**src/hdl/tld_pkg.sv**
```systemverilog
// Shared types and constants for the tty line discipline buffer.
// No dependencies; imported by tld_ctrl, the top level and the testbench.
`timescale 1ns / 1ps

package tld_pkg;

  localparam logic [7:0] CH_BACKSPACE = 8'h08;
  localparam logic [7:0] CH_NEWLINE   = 8'h0A;
  localparam logic [7:0] CH_CARET     = 8'h5E;
  localparam logic [7:0] CH_UPPER_C   = 8'h43;
  localparam logic [7:0] INT_CHAR_RST = 8'd131;

  typedef enum logic [1:0] {
    KIND_ECHO    = 2'd0,
    KIND_DATA    = 2'd1,
    KIND_INTR    = 2'd2,
    KIND_NOTHING = 2'd3
  } kind_e;

  typedef enum logic {
    REQ_PUT  = 1'b0,
    REQ_READ = 1'b1
  } req_e;

  typedef enum logic [1:0] {
    CFG_CANONICAL = 2'd0,
    CFG_ECHO      = 2'd1,
    CFG_ECHO_NL   = 2'd2,
    CFG_INT_CHAR  = 2'd3
  } cfg_idx_e;

  typedef enum logic [1:0] {
    ST_IDLE,
    ST_EMIT,
    ST_READ
  } state_e;

  typedef struct packed {
    logic       req_type;
    logic [7:0] char_code;
    logic [6:0] read_count;
  } item_t;

  typedef struct packed {
    kind_e      kind;
    logic [7:0] data_byte;
    logic       last;
  } result_t;

  typedef struct packed {
    logic       canonical_mode;
    logic       echo_enable;
    logic       echo_newline;
    logic [7:0] interrupt_char;
  } cfg_t;

endpackage

```
**src/hdl/tld_ctrl.sv**
```systemverilog
// Line discipline sequencer: pointers, counts, echo and read streaming.
// Depends on tld_pkg; drives the tld_store ports of the top level.
`timescale 1ns / 1ps

module tld_ctrl #(
  parameter int BufferDepth = 4096,
  parameter int MaxRead     = 64,
  parameter int Aw          = 12
) (
  input  logic             clk_i,
  input  logic             rst_ni,
  input  tld_pkg::cfg_t    cfg_i,
  input  logic             start_i,
  input  tld_pkg::item_t   item_i,
  output logic             busy_o,
  output logic             res_valid_o,
  output tld_pkg::result_t result_o,
  output logic             mem_we_o,
  output logic [Aw-1:0]    mem_waddr_o,
  output logic [7:0]       mem_wdata_o,
  output logic             mem_re_o,
  output logic [Aw-1:0]    mem_raddr_o,
  input  logic [7:0]       mem_rdata_i
);
  import tld_pkg::*;

  localparam int Cw = $clog2(BufferDepth + 1);
  localparam int Ww = (Cw > 7) ? Cw : 7;
  localparam logic [Aw-1:0] LastPtr = Aw'(BufferDepth - 1);
  localparam logic [Cw:0]   FullFill = (Cw + 1)'(BufferDepth);
  localparam logic [6:0]    MaxRd = 7'(MaxRead);

  state_e        state_q, state_d;
  logic [Aw-1:0] rptr_q, rptr_d;
  logic [Aw-1:0] wptr_q, wptr_d;
  logic [Cw-1:0] pend_q, pend_d;
  logic [Cw-1:0] comm_q, comm_d;
  logic [6:0]    issue_q, issue_d;
  logic          rd_vld_q, rd_vld_d;
  logic          rd_last_q, rd_last_d;
  logic          echo_q, echo_d;
  logic [7:0]    echo_byte_q, echo_byte_d;
  logic          caret_q, caret_d;
  logic          cee_q, cee_d;
  logic          intr_q, intr_d;
  logic          none_q, none_d;

  logic          accept;
  logic [Cw:0]   fill;
  logic [6:0]    capped;
  logic [Ww-1:0] want;
  logic [Cw-1:0] pend_st;
  logic [7:0]    c;

  assign accept = start_i && !busy_o;
  assign busy_o = (state_q != ST_IDLE) || rd_vld_q;
  assign fill   = {1'b0, comm_q} + {1'b0, pend_q};
  assign capped = (item_i.read_count > MaxRd) ? MaxRd : item_i.read_count;
  assign want   = (Ww'(capped) > Ww'(comm_q)) ? Ww'(comm_q) : Ww'(capped);
  assign c      = item_i.char_code;

  always_comb begin
    state_d     = state_q;
    rptr_d      = rptr_q;
    wptr_d      = wptr_q;
    pend_d      = pend_q;
    comm_d      = comm_q;
    issue_d     = issue_q;
    rd_vld_d    = 1'b0;
    rd_last_d   = 1'b0;
    echo_d      = echo_q;
    echo_byte_d = echo_byte_q;
    caret_d     = caret_q;
    cee_d       = cee_q;
    intr_d      = intr_q;
    none_d      = none_q;
    pend_st     = pend_q;
    mem_we_o    = 1'b0;
    mem_waddr_o = wptr_q;
    mem_wdata_o = c;
    mem_re_o    = 1'b0;
    mem_raddr_o = rptr_q;
    res_valid_o = 1'b0;
    result_o    = '{kind: KIND_DATA, data_byte: mem_rdata_i, last: rd_last_q};

    unique case (state_q)
      ST_IDLE: begin
        if (accept) begin
          if (item_i.req_type == REQ_READ) begin
            if (want == '0) begin
              none_d  = 1'b1;
              state_d = ST_EMIT;
            end else begin
              issue_d = 7'(want);
              comm_d  = comm_q - Cw'(want);
              state_d = ST_READ;
            end
          end else if (c == CH_BACKSPACE && cfg_i.canonical_mode) begin
            if (pend_q != '0) begin
              wptr_d = (wptr_q == '0) ? LastPtr : wptr_q - Aw'(1);
              pend_d = pend_q - Cw'(1);
              if (cfg_i.echo_enable) begin
                echo_d      = 1'b1;
                echo_byte_d = CH_BACKSPACE;
                state_d     = ST_EMIT;
              end
            end
          end else begin
            if (fill < FullFill) begin
              mem_we_o = 1'b1;
              wptr_d   = (wptr_q == LastPtr) ? '0 : wptr_q + Aw'(1);
              pend_st  = pend_q + Cw'(1);
            end
            pend_d = pend_st;
            if (!c[7] && cfg_i.echo_enable) begin
              echo_d      = 1'b1;
              echo_byte_d = c;
            end else if (c == CH_NEWLINE && cfg_i.echo_newline) begin
              echo_d      = 1'b1;
              echo_byte_d = CH_NEWLINE;
            end
            if (!cfg_i.canonical_mode || c == CH_NEWLINE) begin
              comm_d = comm_q + pend_st;
              pend_d = '0;
            end
            if (c == cfg_i.interrupt_char) begin
              caret_d = cfg_i.echo_enable;
              cee_d   = cfg_i.echo_enable;
              intr_d  = 1'b1;
              if (cfg_i.canonical_mode) begin
                wptr_d = rptr_q;
                comm_d = '0;
                pend_d = '0;
              end
            end
            if (echo_d || intr_d) begin
              state_d = ST_EMIT;
            end
          end
        end
        if (rd_vld_q) begin
          res_valid_o = 1'b1;
        end
      end
      ST_EMIT: begin
        res_valid_o = 1'b1;
        if (echo_q) begin
          result_o = '{kind: KIND_ECHO, data_byte: echo_byte_q,
                       last: !(caret_q || cee_q || intr_q)};
          echo_d   = 1'b0;
        end else if (caret_q) begin
          result_o = '{kind: KIND_ECHO, data_byte: CH_CARET, last: !(cee_q || intr_q)};
          caret_d  = 1'b0;
        end else if (cee_q) begin
          result_o = '{kind: KIND_ECHO, data_byte: CH_UPPER_C, last: !intr_q};
          cee_d    = 1'b0;
        end else if (intr_q) begin
          result_o = '{kind: KIND_INTR, data_byte: 8'h00, last: 1'b1};
          intr_d   = 1'b0;
        end else begin
          result_o = '{kind: KIND_NOTHING, data_byte: 8'h00, last: 1'b1};
          none_d   = 1'b0;
        end
        if (result_o.last) begin
          state_d = ST_IDLE;
        end
      end
      ST_READ: begin
        res_valid_o = rd_vld_q;
        mem_re_o    = 1'b1;
        rptr_d      = (rptr_q == LastPtr) ? '0 : rptr_q + Aw'(1);
        issue_d     = issue_q - 7'd1;
        rd_vld_d    = 1'b1;
        rd_last_d   = (issue_q == 7'd1);
        if (issue_q == 7'd1) begin
          state_d = ST_IDLE;
        end
      end
      default: begin
        state_d = ST_IDLE;
      end
    endcase
  end

  always_ff @(posedge clk_i or negedge rst_ni) begin
    if (!rst_ni) begin
      state_q   <= ST_IDLE;
      rptr_q    <= '0;
      wptr_q    <= '0;
      pend_q    <= '0;
      comm_q    <= '0;
      issue_q   <= '0;
      rd_vld_q  <= 1'b0;
      rd_last_q <= 1'b0;
      echo_q    <= 1'b0;
      caret_q   <= 1'b0;
      cee_q     <= 1'b0;
      intr_q    <= 1'b0;
      none_q    <= 1'b0;
    end else begin
      state_q   <= state_d;
      rptr_q    <= rptr_d;
      wptr_q    <= wptr_d;
      pend_q    <= pend_d;
      comm_q    <= comm_d;
      issue_q   <= issue_d;
      rd_vld_q  <= rd_vld_d;
      rd_last_q <= rd_last_d;
      echo_q    <= echo_d;
      caret_q   <= caret_d;
      cee_q     <= cee_d;
      intr_q    <= intr_d;
      none_q    <= none_d;
    end
  end

  always_ff @(posedge clk_i) begin
    echo_byte_q <= echo_byte_d;
  end

  a_fill_bound: assert property (@(posedge clk_i) disable iff (!rst_ni)
    fill <= FullFill)
    else $error("stored characters exceed buffer depth");

  a_read_has_work: assert property (@(posedge clk_i) disable iff (!rst_ni)
    state_q == ST_READ |-> issue_q != 7'd0)
    else $error("read state entered with nothing to issue");

  a_no_overlap: assert property (@(posedge clk_i) disable iff (!rst_ni)
    !(state_q == ST_EMIT && rd_vld_q))
    else $error("echo and read data collide on the result port");

  a_gap_after_last: assert property (@(posedge clk_i) disable iff (!rst_ni)
    res_valid_o && result_o.last |=> !res_valid_o)
    else $error("result follows the last result of a transaction");

  a_busy_while_pending: assert property (@(posedge clk_i) disable iff (!rst_ni)
    (echo_q || caret_q || cee_q || intr_q || none_q) |-> busy_o)
    else $error("pending result while idle");

endmodule

```
**config.mk**
```make
export PLATFORM = sky130hd
export DESIGN_NAME = tld_ctrl
export DESIGN_NICKNAME = d
export VERILOG_FILES = /design/src/hdl/tld_pkg.sv /design/src/hdl/tld_ctrl.sv
export SDC_FILE = /design/constraint.sdc
export NUM_CORES = 1
export LEC_CHECK = 0
export BUFFER_PORTS_ARGS = -buffer_cell sky130_fd_sc_hd__buf_2
export CAP_MARGIN = 20
export CORE_AREA = 2 2 130 132
export DETAILED_ROUTE_END_ITERATION = 6
export DIE_AREA = 0 0 132 134
export SETUP_SLACK_MARGIN = 0.4
export SYNTH_ARGS = -nofsm -noshare
export SYNTH_HDL_FRONTEND = slang
export SYNTH_SLANG_ARGS = --single-unit
```
**constraint.sdc**
```tcl
create_clock -name clk_i -period 4 [get_ports clk_i]
set_clock_uncertainty 0.2 [all_clocks]
set_input_delay 0.8 -clock clk_i [delete_from_list [all_inputs] [get_ports clk_i]]
set_output_delay 0.8 -clock clk_i [all_outputs]
set_load 0.02 [all_outputs]
```
==> flow_metrics.env <==
export IMPL_p_leak_uw=0.00385
export IMPL_seq_area_frac_synth_pct=29.3
export IMPL_r2r_end="comm_q[12]"
export IMPL_cap_violations=0
export IMPL_core_area_sq_mm=0.0163
export IMPL_register_area_sq_mm=0.00187
export IMPL_antenna_found_initial=0
export IMPL_cp_max_fo=6
export IMPL_synth_top_flop_cell="dfrtp_1"
export IMPL_async_reset_ff_share_pct=89.0
export IMPL_slowest_stage="or4_4"
export IMPL_drc=0
export IMPL_synth_top_area_share_pct=25.6
export IMPL_r2r_start="comm_q[5]"
export IMPL_ys_top_cells_by_count="a21oi_1, nand2_1, dfrtp_1"
export IMPL_die_h_um=134
export IMPL_synthCells=801
export IMPL_cp_slowest_stage_delay_ps=450
export IMPL_total_power_uw=4410
export IMPL_worst_skew_pair_late_latency_ps=340
export IMPL_multi_input_area_sq_mm=0.00449
export IMPL_cts_tree="built"
export IMPL_fp_dieArea_sq_mm=0.0177
export IMPL_mappedNetlistNets=888
export IMPL_dpl_instance_area_sq_mm=0.00774
export IMPL_grt_pass1_vias=6466
export IMPL_row_count=47
export IMPL_fill_cells=1570
export IMPL_r2r_slack_ps=-40
export IMPL_slew_headroom_pct=41.8
export IMPL_power_density_mw_per_mm2=518
export IMPL_ys_warn_count=0
export IMPL_worstPathRequired_ps=4070
export IMPL_clockBufferDepth=2
export IMPL_postLayoutCoreUtil_pct=52.3
export IMPL_start_kind="input port"
export IMPL_final_cells=1203
export IMPL_via_per_inst=5.58
export IMPL_vdd_drop_max_mv=0.353
export IMPL_setup_worst_path_end_class="register"
export IMPL_via_count=6709
export IMPL_fin_crit_ps=4120
export IMPL_hpwl_um=15200
export IMPL_finalCritPeriodShare_pct=103
export IMPL_status="finished with violations"
export IMPL_grt_total_usage_pct=23.3
export IMPL_grt_pass1_wl_um=33100
export IMPL_synth_top_cell_by_area="dfrtp_1"
export IMPL_crit_chain="buf_12, nor2b_4, ha_4, a211oi_2, o21bai_2, o21ai_4, mux2i_2, ha_2, fa_2, nor2b_1, o21a_1, o21ai_2, a31oi_2, or4_4, or2_4, o221a_1, o21ai_2"
export IMPL_htreeDepth=3
export IMPL_hold_viol_final=0
export IMPL_r2r_cells=17
export IMPL_dr_pass1_iters=5
export IMPL_yosysMostFrequentCell="a21oi_1"
export IMPL_worstSetupPathType="input port to register"
export IMPL_final_area_sq_mm=0.00852
export IMPL_synth_edf_count=8
export IMPL_post_drt_wl_per_cell_um=17.0
export IMPL_clock_sinks=73
export IMPL_die_w_um=132
export IMPL_drive_gt1_share_pct=29.9
export IMPL_rsz0062_at_grt="true"
export IMPL_finalNetCount=1065
export IMPL_hp_class="input port to async pin"
export IMPL_tightest_slew_ps=867
export IMPL_diodes=0
export IMPL_antenna_left=0
export IMPL_synthTopCellsByArea="dfrtp_1, ha_1, a21oi_1"
export IMPL_cts_root_buffer="clkbuf_16"
export IMPL_timing_final_ws_setup_ps=-119
export IMPL_wirelength_um=20500
export IMPL_synth_cell_area_sq_mm=0.00636
export IMPL_synth_cell_types=75
export IMPL_ys_ff_latch=73
export IMPL_io_pin_count=85
export IMPL_slew_violations=0
export IMPL_grt_max_degree=27
export IMPL_numCtsBuffers=9
export IMPL_port_buffers=84
export IMPL_crit_top_cell="o21ai_2"
export IMPL_fmax_mhz=243
export IMPL_place_inst=1167
export IMPL_setup_viol=2
export IMPL_syn2layout_area_growth_pct=33.8
export IMPL_drtIter0Drc=418
export IMPL_gr_total_overflow=0
export IMPL_arrival_ps=4190
export IMPL_start_util_pct=39.1
export IMPL_avgSynthCellArea_sq_um=7.95
export IMPL_gp_congestion=0.856
export IMPL_failed_checks="setup timing"
export IMPL_clkTransAtPathRegs_ps=60
==> final cells by class <==
class	instances	area share [%]
clock buffer	13	2.82
multi-input combinational	648	52.8
inverter	32	1.41
clock inverter	3	0.764
sequential	73	21.9
timing repair buffer	214	17.1
tap	220	3.23
==> cell families (layout without fill, tap and decap cells) <==
kind of cell	count (synthesis)	count (layout)	synth area share, %
and+or+nand+nor	310	310	24.4
AOI/OAI and AO/OA	237	237	23.5
buffers and inverters	80	262	5.50
DFF	73	73	29.3
adders and majority gates	50	50	10.0
xor gates and xnor gates	47	47	6.70
muxes	3	3	0.491
other	1	1	0.0589
==> worst max-delay path: cells and delay by family <==
family | cells | cell delay (ps)
AND/OR/NAND/NOR | 4 | 910
buffers and inverters | 1 | 120
multiplexers | 1 | 290
AO/OA/AOI/OAI | 8 | 1410
adder cells (fa/ha/maj) | 3 | 650
==> worst max path at each step <==
stage                 endpoint  cells after the start      start  slack (ps)
finish              comm_q[12]                     17  item_i[6]        -120
global route        comm_q[12]                     17  item_i[6]        -240
CTS                 comm_q[12]                     17  item_i[6]         -20
detailed placement  comm_q[10]                     17  item_i[6]        -550
global placement    comm_q[10]                     17  item_i[6]        -530
floorplan           comm_q[12]                     17  item_i[4]        -270
==> repair_timing <==
item | CTS | global route
resized for setup | 44 | 20
setup buffers | 12 | 7
pin swaps | 27 | 23
setup endpoints to repair | 8 | 8
hold buffers | 0 | 0
cloned | 1 | 0
==> registers in the layout, indices dropped and copies added (netlist names) <==
register and flops:
intr_q 1, echo_byte_q 8, rd_vld_q 1, cee_q 1, state_q 2, caret_q 1, pend_q 13, comm_q 13
rd_last_q 1, echo_q 1, mem_raddr_o 12, mem_waddr_o 12, issue_q 7
==> layer usage <==
metal  vias up  GRT usage (%)  wire, um
met1      3184           31.5      9280
met5         -              0         0
li1       3304              -         -
met2       191           38.3      9680
met3        30           3.40      1070
met4         0           8.15       471
==> layout by cell type (no fill, tap or decap), drive strengths merged, types with 5 or more instances in the layout <==
master | netlist | routed
xor2 | 9 | 9
nand4 | 12 | 12
nor4 | 11 | 11
o22ai | 8 | 8
nor3 | 45 | 45
or3 | 19 | 19
and3 | 11 | 11
nor2b | 12 | 12
buf | 17 | 214
a21oi | 79 | 79
inv | 32 | 32
a221o | 5 | 5
dfrtp | 65 | 65
o21a | 7 | 7
nand3 | 29 | 29
a22oi | 5 | 5
a31oi | 6 | 6
a211oi | 9 | 9
o21ai | 58 | 58
xnor2 | 37 | 37
and2 | 5 | 5
or2 | 5 | 5
edfxtp | 8 | 8
nand2b | 6 | 6
nand2 | 74 | 74
o31ai | 11 | 11
a21o | 6 | 6
nor2 | 63 | 63
clkbuf | 31 | 13
ha | 47 | 47
a221oi | 7 | 7
==> stage by stage <==
stage | setup TNS (ps) | hold slack [ps] | setup WS, ps
finish | -200 | 261 | -119
global route | -798 | 301 | -238
floorplan | -524 | 282 | -268
global placement | -2190 | 332 | -526
detailed placement | -2400 | 328 | -551
CTS | -24.5 | 271 | -24.5
==> where the power goes <==
part	leakage [uW]	switching (uW)	internal, uW
logic	0.00281	1240	1070
clock network	0.000148	320	547
registers	0.000887	292	940
Power figures use the tool's default switching activity.
